### config.mk
export PLATFORM = sky130hd
export DESIGN_NAME = mma_ctrl
export DESIGN_NICKNAME = d
export VERILOG_FILES = /design/src/rtl/mma_pkg.sv /design/src/rtl/mma_ctrl.sv
export SDC_FILE = /design/constraint.sdc
export NUM_CORES = 1
export LEC_CHECK = 0
export ABC_AREA = 1
export BUFFER_PORTS_ARGS = -buffer_cell sky130_fd_sc_hd__buf_2
export CAP_MARGIN = 20
export CELL_PAD_IN_SITES_DETAIL_PLACEMENT = 2
export CELL_PAD_IN_SITES_GLOBAL_PLACEMENT = 2
export CORE_MARGIN = 5
export CORE_UTILIZATION = 15
export CTS_BUF_LIST = sky130_fd_sc_hd__clkbuf_16
export DETAILED_ROUTE_END_ITERATION = 10
export HOLD_SLACK_MARGIN = 0.02
export MAX_ROUTING_LAYER = met4
export PLACE_DENSITY_LB_ADDON = 0.12
export SKIP_CTS_REPAIR_TIMING = 1
export SLEW_MARGIN = 20
export SYNTH_ARGS = -nofsm -noshare
export SYNTH_HDL_FRONTEND = slang
export SYNTH_SLANG_ARGS = --single-unit
export TNS_END_PERCENT = 20
### constraint.sdc
create_clock -name clock -period 1.1 [get_ports clock]
set_input_delay 0.055 -clock clock [delete_from_list [all_inputs] [get_ports clock]]
set_output_delay 0.055 -clock clock [all_outputs]
set_load 0.05 [all_outputs]
### src/rtl/mma_pkg.sv
// ----------------------------------------------------------------------------
// mma_pkg
// Shared constants, command codes and control/status types for the
// matrix multiply/add/transpose unit.
// ----------------------------------------------------------------------------
package mma_pkg;

   localparam int MAX_DIM    = 8;
   localparam int DATA_WIDTH = 32;
   localparam int CAPACITY   = MAX_DIM * MAX_DIM;
   localparam int ADDR_W     = (CAPACITY > 1) ? $clog2(CAPACITY) : 1;
   localparam int CNT_W      = $clog2(CAPACITY + 2);
   localparam int DIM_W      = $clog2(MAX_DIM + 1);
   localparam int PROD_W     = (2 * DIM_W > CNT_W) ? 2 * DIM_W : CNT_W;

   localparam int CMD_W      = 2;
   localparam int CSR_IDX_W  = 2;
   localparam int CSR_DATA_W = DIM_W;

   localparam logic [CMD_W-1:0] CMD_LOAD_A = 2'd0;
   localparam logic [CMD_W-1:0] CMD_LOAD_B = 2'd1;
   localparam logic [CMD_W-1:0] CMD_RUN    = 2'd2;

   localparam logic [1:0] OP_MUL = 2'd0;
   localparam logic [1:0] OP_ADD = 2'd1;
   localparam logic [1:0] OP_TRN = 2'd2;

   localparam logic [CSR_IDX_W-1:0] REG_OP_MODE    = 2'd0;
   localparam logic [CSR_IDX_W-1:0] REG_NUM_ROWS   = 2'd1;
   localparam logic [CSR_IDX_W-1:0] REG_NUM_COLS   = 2'd2;
   localparam logic [CSR_IDX_W-1:0] REG_NUM_COLS_B = 2'd3;

   typedef struct packed {
      logic start;
      logic issue;
      logic next_elem;
      logic load_a;
      logic load_b;
      logic clear_counts;
      logic zero_out;
   } ctrl_cmd_type;

   typedef struct packed {
      logic run_ok;
      logic k_last;
      logic elem_last;
      logic acc_done;
   } dp_status_type;

endpackage

### src/rtl/mma_ctrl.sv
// ----------------------------------------------------------------------------
// mma_ctrl
// Sequencer: accepts loads and run commands, steps the datapath through the
// element loop and hands each finished element to the result channel.
// ----------------------------------------------------------------------------
module mma_ctrl (
   input  logic                             clock,
   input  logic                             reset,
   input  logic                             req_valid,
   output logic                             req_stall,
   input  logic [mma_pkg::CMD_W-1:0]        req_cmd,
   output logic                             rsp_valid,
   input  logic                             rsp_stall,
   output logic                             rsp_last,
   output logic                             rsp_error,
   output mma_pkg::ctrl_cmd_type            dp_cmd,
   input  mma_pkg::dp_status_type           dp_status
);

   localparam logic [2:0] ST_IDLE  = 3'd0;
   localparam logic [2:0] ST_ISSUE = 3'd1;
   localparam logic [2:0] ST_WAIT  = 3'd2;
   localparam logic [2:0] ST_OUT   = 3'd3;
   localparam logic [2:0] ST_ERR   = 3'd4;

   logic [2:0] state_ff;
   logic [2:0] state_in;
   logic       req_xfer;
   logic       rsp_xfer;

   assign req_stall = (state_ff != ST_IDLE);
   assign rsp_valid = (state_ff == ST_OUT) || (state_ff == ST_ERR);
   assign rsp_error = (state_ff == ST_ERR);
   assign rsp_last  = (state_ff == ST_ERR) || dp_status.elem_last;
   assign req_xfer  = req_valid && !req_stall;
   assign rsp_xfer  = rsp_valid && !rsp_stall;

   always_comb begin
      state_in = state_ff;
      dp_cmd   = '0;
      dp_cmd.zero_out = (state_ff == ST_ERR);
      case (state_ff)
         ST_IDLE: begin
            if (req_xfer) begin
               case (req_cmd)
                  mma_pkg::CMD_LOAD_A: dp_cmd.load_a = 1'b1;
                  mma_pkg::CMD_LOAD_B: dp_cmd.load_b = 1'b1;
                  mma_pkg::CMD_RUN: begin
                     dp_cmd.clear_counts = 1'b1;
                     dp_cmd.start        = 1'b1;
                     state_in = dp_status.run_ok ? ST_ISSUE : ST_ERR;
                  end
                  default: state_in = ST_IDLE;
               endcase
            end
         end
         ST_ISSUE: begin
            dp_cmd.issue = 1'b1;
            if (dp_status.k_last) begin
               state_in = ST_WAIT;
            end
         end
         ST_WAIT: begin
            if (dp_status.acc_done) begin
               state_in = ST_OUT;
            end
         end
         ST_OUT: begin
            if (rsp_xfer) begin
               if (dp_status.elem_last) begin
                  state_in = ST_IDLE;
               end else begin
                  dp_cmd.next_elem = 1'b1;
                  state_in = ST_ISSUE;
               end
            end
         end
         ST_ERR: begin
            if (rsp_xfer) begin
               state_in = ST_IDLE;
            end
         end
         default: state_in = ST_IDLE;
      endcase
   end

   always_ff @(posedge clock) begin
      if (reset) begin
         state_ff <= ST_IDLE;
      end else begin
         state_ff <= state_in;
      end
   end

endmodule

Word level (Yosys, flattened, before mapping)

Cells that the tools add are included.

Reductions and logical operators: 11
Multiplexer cells: 20
Equal/unequal tests: 12

Operator list:

| operator           | number |
|---|---|
| $mux 3             | 8 |
| $pmux 3 s5         | 1 |
| $mux 1             | 10 |
| $ne 2x2->1 const B | 5 |
| $eq 3x2->1 const B | 2 |
| $pmux 3 s2         | 1 |
| $reduce_and 6->1   | 1 |
| $eq 3x1->1 const B | 1 |
| $eq 3x3->1 const B | 1 |
| $logic_not 3->1    | 1 |
| $reduce_bool 3->1  | 1 |
| $eq 2x1->1 const B | 1 |
| $eq 2x2->1 const B | 1 |
| $logic_and 1x1->1  | 2 |
| $logic_not 1->1    | 2 |
| $logic_not 2->1    | 1 |
| $logic_or 1x1->1   | 2 |
| $ne 2x1->1 const B | 1 |
| $reduce_or 2->1    | 1 |

Register bits after elaboration: 3
Logic and storage cells: 44

Longest topological paths before layout

Gate-level depths: netlist (run 1).

Word-level depth: 5
Depth in mapped cells: 8

Worst setup path before layout (run 1)

Ideal clock, no wire load.

Kind: register to output
Start: register state_ff[1]
End: output dp_cmd[2] (netlist name)
Cell stages (with the launch flop): 6
Data arrival time: 2.095 ns
Required time: 1.045 ns
Slack: -1.050 ns
Path through: dfxtp_1 nor2_2 nand2_1 inv_1 nand2_1 nor3_1

RTL lines:

| element                  | line           | RTL |
|---|---|---|
| start: declaration       | mma_ctrl.sv:26 | `logic [2:0] state_ff;` |
| start signal: assignment | mma_ctrl.sv:91 | `state_ff <= state_in;` |
| end: declaration         | mma_ctrl.sv:16 | `output mma_pkg::ctrl_cmd_type dp_cmd,` |

==> results by group, run 1 <==
Timing
  – Worst Skew: 3.60 ps
  – RSZ-0062 raised after global routing: yes
  – Tightest Pin Transition: 188 ps
  – Max Clk Rate: 773 MHz
  – Final Max Slew Viols: 0
  – Minimum clock period: 1290 ps
  – Final setup vio count: 14
  – Final hold viol count: 0
  – Period utilisation layout: 1.18
  – Fin Setup TNS: -1320 ps
  – Relative slew margins: 0.874
  – Worst setup margin: -193 ps

CTS
  – Clock Sink Count: 3
  – CTS Buf Count: 3
  – CTS tree: built
  – Longest Clk Path Bufs: 2
  – Clock Tree Root: clkbuf_16
  – H-tree Lvls: 1
  – Reg clk slew, reported paths: 30 ps
  – Clock latency on the worst-skew pair: 230 ps

Synthesis
  – Yosys warning total: 0
  – Mapped Area: 324 um2
  – Top cell type's share of synthesized area: 0.185
  – Post-synthesis sequential area ratio: 0.185
  – Syn avg cell area: 5.69 um2
  – Yosys reg bits: 3
  – Synth Instances: 57
  – Synth area leaders: dfxtp_1, nand2_1, inv_1
  – Synth Net Count: 67
  – Netlist cell types: 19
  – Area leader, netlist: dfxtp_1

Detailed routing
  – Final WL: 1.37 mm
  – Initial DRC Count: 2
  – Post-DRT Antenna Nets: 0
  – Vias: 477
  – DR pass1 iterations: 2
  – Drt wl/cell: 12.1 um
  – Drc violations: 0
  – Vias/cell: 4.22

Worst hold path
  – Worst hold path class: input port to flip-flop

Power
  – Maximum VDD drop: 0.00129 V
  – Lkg Pwr: 0.000378 uW
  – Pwr dens: 3710 nW/um2

Global route
  – First-pass GRT wire length: 2.21 mm
  – GR met3 Demand/Resource: 0.0436
  – Busiest grt layer: met2
  – Largest net degree at the start of global routing: 7
  – Initial antenna violation count: 0
  – Global Route Usage Sum: 0.0910
  – Global route total overflow: 0
  – Met1 usage: 0.110
  – Grt met2 use: 0.132
  – Vias in the first global route: 477

Place
  – Port bufs: 20
  – Worst slack at placement: -58.2 ps
  – Inst Count DP: 107
  – HPWL Detailed: 1.11 mm
  – Routability Congestion: 0.749

Worst setup path
  – Crit path required time: 1040 ps
  – CP arrival: 1240 ps
  – Crit. End Element: primary output
  – Crit start category: flip-flop
  – Crit-path max FO: 5
  – Worst setup path class: flip-flop to primary output

Final layout
  – Area grow syn2layout: 125%
  – Post-Layout Cell Count: 113
  – Post-layout util: 0.364
  – Top flop regs: state_ff (3)
  – Ant diodes: 0
  – Share of layout cells above drive strength 1: 0.616
  – Nets@finish: 97
  – Most flop-heavy register: state_ff
  – Max reg flops: 3

Floorplan
  – Io pins: 21
  – Site Rows: 16
  – Die ar.: 3190 um2
  – Die Width: 56.5 um
  – Core area: 2000 um2
  – Die H: 56.5 um
  – Starting density of the core: 0.162

Status
  – Failing checks: negative setup slack
  – Status: finished with violations

Job
  – Max-cap violations: 0
==> cells in the mapped netlist <==
cell / number
o21ai_0: 1
clkinv_1: 1
nand3b_2: 1
nand4_2: 1
inv_2: 3
dfxtp_1: 3
nand2_1: 16
nor3_1: 4
o21ai_1: 1
buf_4: 2
o31ai_1: 1
a21oi_1: 1
inv_1: 7
nand4_1: 2
nor2_2: 3
a21o_1: 1
nor2_1: 6
nand3_1: 2
nand3_2: 1
==> cell type report <==
cell class / instances / area [um2]
sequential: 3 / 68.8
clock buffer: 3 / 75.1
multi-input combinational: 41 / 287
inverter: 11 / 43.8
tap: 27 / 33.8
clock inverter: 1 / 3.75
timing repair buffer: 27 / 218
fill: 251 / 1270
==> path summary, 6_finish.rpt <==
check             slack (ps)           to  cells past startpoint         from
setup / recovery        -190    dp_cmd[3]                      6  state_ff[1]
hold / removal           110  state_ff[0]                      4        reset
setup reg to reg         -40  state_ff[0]                      6  state_ff[1]
hold reg to reg          650  state_ff[0]                      4  state_ff[0]
==> kinds of logic (layout without fill, tap and decap cells) <==
kind of cell	Yosys count	in the layout	share of synthesized area
simple gates	36	36	0.548
buf+inv	13	42	0.174
compound gates	5	5	0.0926
flops	3	3	0.185
==> per-stage QoR <==
stage          area, um2  hold WS (ps)  total power, uW
6_report             729           110             2700
5_1_grt              729           133             2900
4_1_cts              631           113             2420
3_5_place_dp         552           340             1840
3_3_place_gp         552           332             1830
2_1_floorplan        399           173             1430
==> power breakdown <==
group / internal [uW] / switching [uW] / total, uW
Combinational: 721 / 1130 / 1850
Clock: 469 / 106 / 575
Sequential: 184 / 97.5 / 282
==> critical path: stages, from the launching register on <==
cell and delay (ps):
dfxtp_4 360, nor2_4 150, nand2_4 80, inv_4 60
nand2_4 70, nor3_4 120, buf_6 180
==> layer usage <==
layer | wire (um) | share of wire
met5 | 0 | 0
met4 | 0 | 0
met3 | 53 | 0.039
met2 | 715 | 0.52
met1 | 601 | 0.44
==> layout by cell type, fill, tap and decap left out <==
master     Yosys  layout
nand2_1       16      13
buf_6          0      10
buf_2          0       9
buf_4          2       8
inv_1          7       6
nor2_1         6       5
inv_2          3       4
nor3_4         0       3
nor2_4         0       3
clkbuf_16      0       3
nand2_4        0       2
nand4_1        2       2
nand3_1        2       2
o21ai_1        1       2
dfxtp_4        0       2
inv_4          0       1
nand2_2        0       1
nor3_2         0       1
nand3b_2       1       1
clkinv_1       1       1
nand3_2        1       1
a21oi_1        1       1
nand4_2        1       1
o31ai_2        0       1
a21o_1         1       1
nor2_2         3       1
dfxtp_2        0       1
No activity file was read; power rests on OpenSTA's default activity.
==> run 2, diff against run 1 <==
Settings changed: GPL_TIMING_DRIVEN set to 0.
==> run 2 against run 1 <==
  * The flow still finishes with violations (negative setup slack)
  * Routed wire length shrank 12%
  * Critical path depth is 1 higher
  * First-iteration DRC count down 50%
  * Largest power group unchanged
  * Highest routed layer unchanged
==> results by group, run 2 (synthesis gave the netlist of run 1 again) <==
Status
  – Status: finished with violations
  – Failing checks: negative setup slack

Place
  – HPWL Detailed: 1.04 mm
  – Port bufs: 20
  – Worst slack at placement: -168 ps
  – Routability Congestion: 0.685

Worst setup path
  – Most used cell, CP: nor2_4
  – Worst Path Buf+Inv: 3
  – Crit-path cells: nor2_4, nand2_4, inv_4, nand2_8, nor2_4, buf_6, buf_8
  – CP arrival: 1260 ps
  – Flop2flop setup slack: -70 ps
  – Worst setup path class: flip-flop to primary output
  – Crit-path max FO: 5
  – Worst R2R Path Depth: 6
  – CP max-delay cell: dfxtp_4
  – Delay of the slowest cell on the worst path: 360 ps
  – Crit path depth: 7
  – Crit path required time: 1040 ps
  – Crit. End Element: primary output
  – Crit path max-delay family: simple AND/OR/NAND/NOR gates
  – Crit start category: flip-flop

CTS
  – H-tree Lvls: 1
  – Clock latency on the worst-skew pair: 220 ps
  – Clock Sink Count: 3
  – Reg clk slew, reported paths: 30 ps
  – CTS tree: built
  – Longest Clk Path Bufs: 2
  – CTS Buf Count: 3
  – Clock Tree Root: clkbuf_16

Timing
  – Tightest Pin Transition: 238 ps
  – Worst Skew: 2.70 ps
  – Max Clk Rate: 762 MHz
  – Relative slew margins: 0.840
  – Period utilisation layout: 1.19
  – Final setup vio count: 13
  – Minimum clock period: 1310 ps
  – Final Max Slew Viols: 0
  – RSZ-0062 raised after global routing: yes
  – Final hold viol count: 0
  – Fin Setup TNS: -1370 ps
  – Worst setup margin: -212 ps

Detailed routing
  – Drc violations: 0
  – DR pass1 iterations: 3
  – Vias: 469
  – Vias/cell: 4.19
  – Initial DRC Count: 1
  – Post-DRT Antenna Nets: 0
  – Drt wl/cell: 10.8 um
  – Final WL: 1.21 mm

Floorplan
  – Die Width: 56.5 um
  – Die H: 56.5 um
  – Site Rows: 16
  – Core area: 2000 um2
  – Die ar.: 3190 um2
  – Io pins: 21
  – Starting density of the core: 0.162

Final layout
  – Share of layout cells above drive strength 1: 0.612
  – Most frequent cells in the layout: nand2_1, buf_6, buf_2, inv_1, buf_4
  – Commonest non-fill, non-tap cell in the layout: nand2_1
  – Most flop-heavy register: state_ff
  – Ant diodes: 0
  – Top flop regs: state_ff (3)
  – Max reg flops: 3
  – Area grow syn2layout: 129%
  – Post-layout util: 0.371
  – Nets@finish: 96

Global route
  – Initial antenna violation count: 0
  – Largest net degree at the start of global routing: 7
  – Vias in the first global route: 493
  – Global route total overflow: 0
  – Global Route Usage Sum: 0.0815
  – First-pass GRT wire length: 2.06 mm

Power
  – Maximum VDD drop: 0.00177 V
  – Pwr dens: 3600 nW/um2
  – Lkg Pwr: 0.000378 uW

Worst hold path
  – Worst hold path class: input port to flip-flop
  – Hold Path Stages: 4

Job
  – Max-cap violations: 0
run 2: cell type report:
cell class | count | area (um2)
Buffer | 2 | 18.8
Clock buffer | 3 | 75.1
Clock inverter | 1 | 3.75
Fill cell | 243 | 1260
Inverter | 11 | 43.8
Multi-Input combinational cell | 41 | 298
Sequential cell | 3 | 71.3
Tap cell | 27 | 33.8
Timing Repair Buffer | 24 | 199
run 2: worst reg2reg max path: cells and delay by family, from the launching register on:
family          cells  cell delay (ps)
simple gates        4              380
buf+inv             1              140
flops               1              360
compound gates      1              220
run 2: routing by layer:
metal | wire [um] | track usage | vias up
met5 | 0 | - | -
met4 | 0 | 0.0102 | 0
met3 | 76 | 0.0436 | 0
met2 | 641 | 0.134 | 15
met1 | 492 | 0.0896 | 214
li1 | - | - | 240
run 2: per-stage QoR:
stage	total power (uW)	hold slack, ps	std cells	instance area (um2)
4_1_cts	2290	102	108	612
3_3_place_gp	1700	332	104	533
2_1_floorplan	1430	173	57	399
5_1_grt	2870	142	112	743
3_5_place_dp	1720	333	104	533
6_report	2680	97.1	112	743
run 2: final timing paths:
check                    from     endpoint
hold / removal          reset  state_ff[2]
setup / recovery  state_ff[1]    dp_cmd[6]
hold reg to reg   state_ff[2]  state_ff[2]
setup reg to reg  state_ff[1]  state_ff[0]
run 2: power breakdown:
group	internal [uW]	switching [uW]	leakage, uW
Clock	468	90.1	0.0000423
Sequential	190	114	0.0000267
Combinational	707	1110	0.000309
Total	1370	1310	0.000378
==> run 3, diff against run 2 <==
--- a/config.mk
+++ b/config.mk
@@ -6,11 +6,10 @@
 export NUM_CORES = 1
 export LEC_CHECK = 0
-export ABC_AREA = 1
 export BUFFER_PORTS_ARGS = -buffer_cell sky130_fd_sc_hd__buf_2
 export CAP_MARGIN = 20
 export CELL_PAD_IN_SITES_DETAIL_PLACEMENT = 2
 export CELL_PAD_IN_SITES_GLOBAL_PLACEMENT = 2
-export CORE_MARGIN = 5
-export CORE_UTILIZATION = 15
+export CORE_MARGIN = 10
+export CORE_UTILIZATION = 16
 export CTS_BUF_LIST = sky130_fd_sc_hd__clkbuf_16
 export DETAILED_ROUTE_END_ITERATION = 10
==> constraint.sdc (replaced) <==
create_clock -name clock -period 1.1 [get_ports clock]
set_input_delay 0.055 -clock clock [delete_from_list [all_inputs] [get_ports clock]]
set_output_delay 0.055 -clock clock [all_outputs]
set_load 0.02 [all_outputs]
==> run 3 against run 2 <==
  * The flow still finishes with violations (negative setup slack)
  * Utilization down 1.0 points
  * Global-route usage down 2.1 points
  * Maximum frequency down 1.5%
  * Critical endpoint unchanged
  * Power down 70%
  * Sequential power down 63%
  * Routed wire length up 0.99%
  * Final cell count down 18%
  * Worst setup slack worse by 20 ps
  * Synthesized cell count down 33%
  * Via count down 19%
  * Register-to-register slack worse by 30 ps
==> results by group, run 3 <==
Timing
  – RSZ-0062 raised after global routing: yes
  – Final setup vio count: 11
  – Tightest Pin Transition: 412 ps
  – Minimum clock period: 1330 ps
  – Final Max Slew Viols: 0
  – Max Clk Rate: 751 MHz
  – Worst Skew: 0.614 ps
  – Final hold viol count: 0
  – Worst setup margin: -231 ps
  – Relative slew margins: 0.722
  – Period utilisation layout: 1.21

CTS
  – Clock Tree Root: clkbuf_16
  – CTS Buf Count: 3
  – Reg clk slew, reported paths: 30 ps
  – H-tree Lvls: 1
  – Clock Sink Count: 3
  – Clock latency on the worst-skew pair: 220 ps
  – CTS tree: built
  – Longest Clk Path Bufs: 2

Floorplan
  – Core area: 1730 um2
  – Site Rows: 15
  – Io pins: 21
  – Die Width: 62.6 um
  – Die ar.: 3920 um2
  – Die H: 62.6 um
  – Starting density of the core: 0.168

Synthesis
  – Top cell type's share of synthesized area: 0.207
  – Yosys reg bits: 3
  – Syn avg cell area: 7.64 um2
  – Count leader, synth: nand2_1
  – Synth Instances: 38
  – Async S/R FF share, synth: 0
  – Mapped Area: 290 um2
  – Post-synth EDFFs: 0
  – Post-synthesis sequential area ratio: 0.207
  – Area leader, netlist: dfxtp_1
  – List of most frequent post-synthesis cells: nand2_1, inv_1, dfxtp_1, nor2_1
  – Synth Net Count: 48
  – Ys flop type: dfxtp_1
  – Yosys warning total: 0
  – Synth area leaders: dfxtp_1, nor4_4, nand2_1
  – Netlist cell types: 23

Place
  – Worst slack at placement: -159 ps
  – Inst Count DP: 83
  – Port bufs: 20
  – HPWL Detailed: 980 um
  – Routability Congestion: 0.698

Global route
  – Busiest grt layer: met2
  – Largest net degree at the start of global routing: 9
  – First-pass GRT wire length: 1.85 mm
  – Initial antenna violation count: 0
  – Vias in the first global route: 404
  – GR met3 Demand/Resource: 0.0251
  – Grt met2 use: 0.0923
  – Met1 usage: 0.0558
  – Global Route Usage Sum: 0.0604
  – Global route total overflow: 0

Worst setup path
  – Worst setup path class: flip-flop to primary output
  – Crit-path max FO: 4
  – Crit start category: flip-flop
  – Crit. End Element: primary output
  – Worst R2R Path Depth: 4
  – Flop2flop setup slack: -100 ps
  – Crit path required time: 1040 ps
  – Crit path capture: dp_cmd[6]
  – FF-to-FF End: state_ff[0]
  – Crit path from: state_ff[0]
  – Crit Reg-Reg Startpoint: state_ff[1]
  – CP arrival: 1280 ps

Final layout
  – Fillers: 201
  – Post-Layout Cell Count: 92
  – Max reg flops: 3
  – Post-layout util: 0.361
  – Area grow syn2layout: 115%
  – Most flop-heavy register: state_ff
  – Commonest non-fill, non-tap cell in the layout: buf_2
  – Ant diodes: 0
  – Top flop regs: state_ff (3)
  – Nets@finish: 78
  – Share of layout cells above drive strength 1: 0.716
  – Most frequent cells in the layout: buf_2, buf_4, buf_6, nand2_1

Power
  – Lkg Pwr: 0.000305 uW
  – Total power: 800 uW
  – Maximum VDD drop: 0.000991 V
  – Pwr dens: 1280 nW/um2

Detailed routing
  – Final WL: 1.22 mm
  – Vias: 381
  – Drc violations: 0
  – DR pass1 iterations: 2
  – Initial DRC Count: 1
  – Drt wl/cell: 13.3 um
  – Post-DRT Antenna Nets: 0
  – Vias/cell: 4.14

Job
  – Max-cap violations: 0

Status
  – Failing checks: negative setup slack
  – Status: finished with violations

Worst hold path
  – Worst hold path class: input port to flip-flop
  – Critical hold path startpoint: reset
==> run 3: how the worst min path moves through the flow <==
stage,endpoint,cells past startpoint
4_1_cts,state_ff[1],2
3_5_place_dp,state_ff[1],2
3_3_place_gp,state_ff[1],2
6_report,state_ff[1],2
5_1_grt,state_ff[1],2
2_1_floorplan,state_ff[1],1
==> run 3: stage by stage <==
stage / hold WS, ps / area (um2) / setup TNS (ps)
after floorplan: 132 / 307 / -385
after global placement: 267 / 438 / -1170
after detailed placement: 268 / 438 / -1150
after CTS: 36.1 / 517 / -3510
after global routing: 44.4 / 623 / -1960
final: 25.0 / 623 / -1250
==> run 3: critical path: stages (launching register included) <==
cell     delay, ps
dfxtp_4        360
nor4_4         270
and3_4         240
buf_6           90
buf_6          100
==> run 3: report_power, final <==
group	total (uW)	internal, uW	switching (uW)
clock network	562	468	93.4
logic	127	63.0	63.9
registers	112	108	3.88
total	800	639	161
==> run 3: kinds of logic (layout without fill, tap and decap cells) <==
logic type | Yosys count | in the layout | share of synthesized area
simple gates | 20 | 20 | 0.427
compound gates | 8 | 8 | 0.224
buf+inv | 7 | 36 | 0.142
flops | 3 | 3 | 0.207
==> run 3: routing by layer <==
layer,vias to the layer above,part of all wire
met4,0,0.017
met2,9,0.52
met3,2,0.036
met1,177,0.42
li1,193,-
met5,-,0
==> run 3: area by class of cell <==
class	instances	area, um2	share of cell area
flip-flops and latches	3	68.8	0.110
well taps	25	31.3	0.0502
clock buffers	3	75.1	0.120
plain buffers	3	30.0	0.0482
inverters	4	15.0	0.0241
clock inverters	1	3.75	0.00602
repair buffers	25	169	0.271
multi-input cells	28	230	0.369
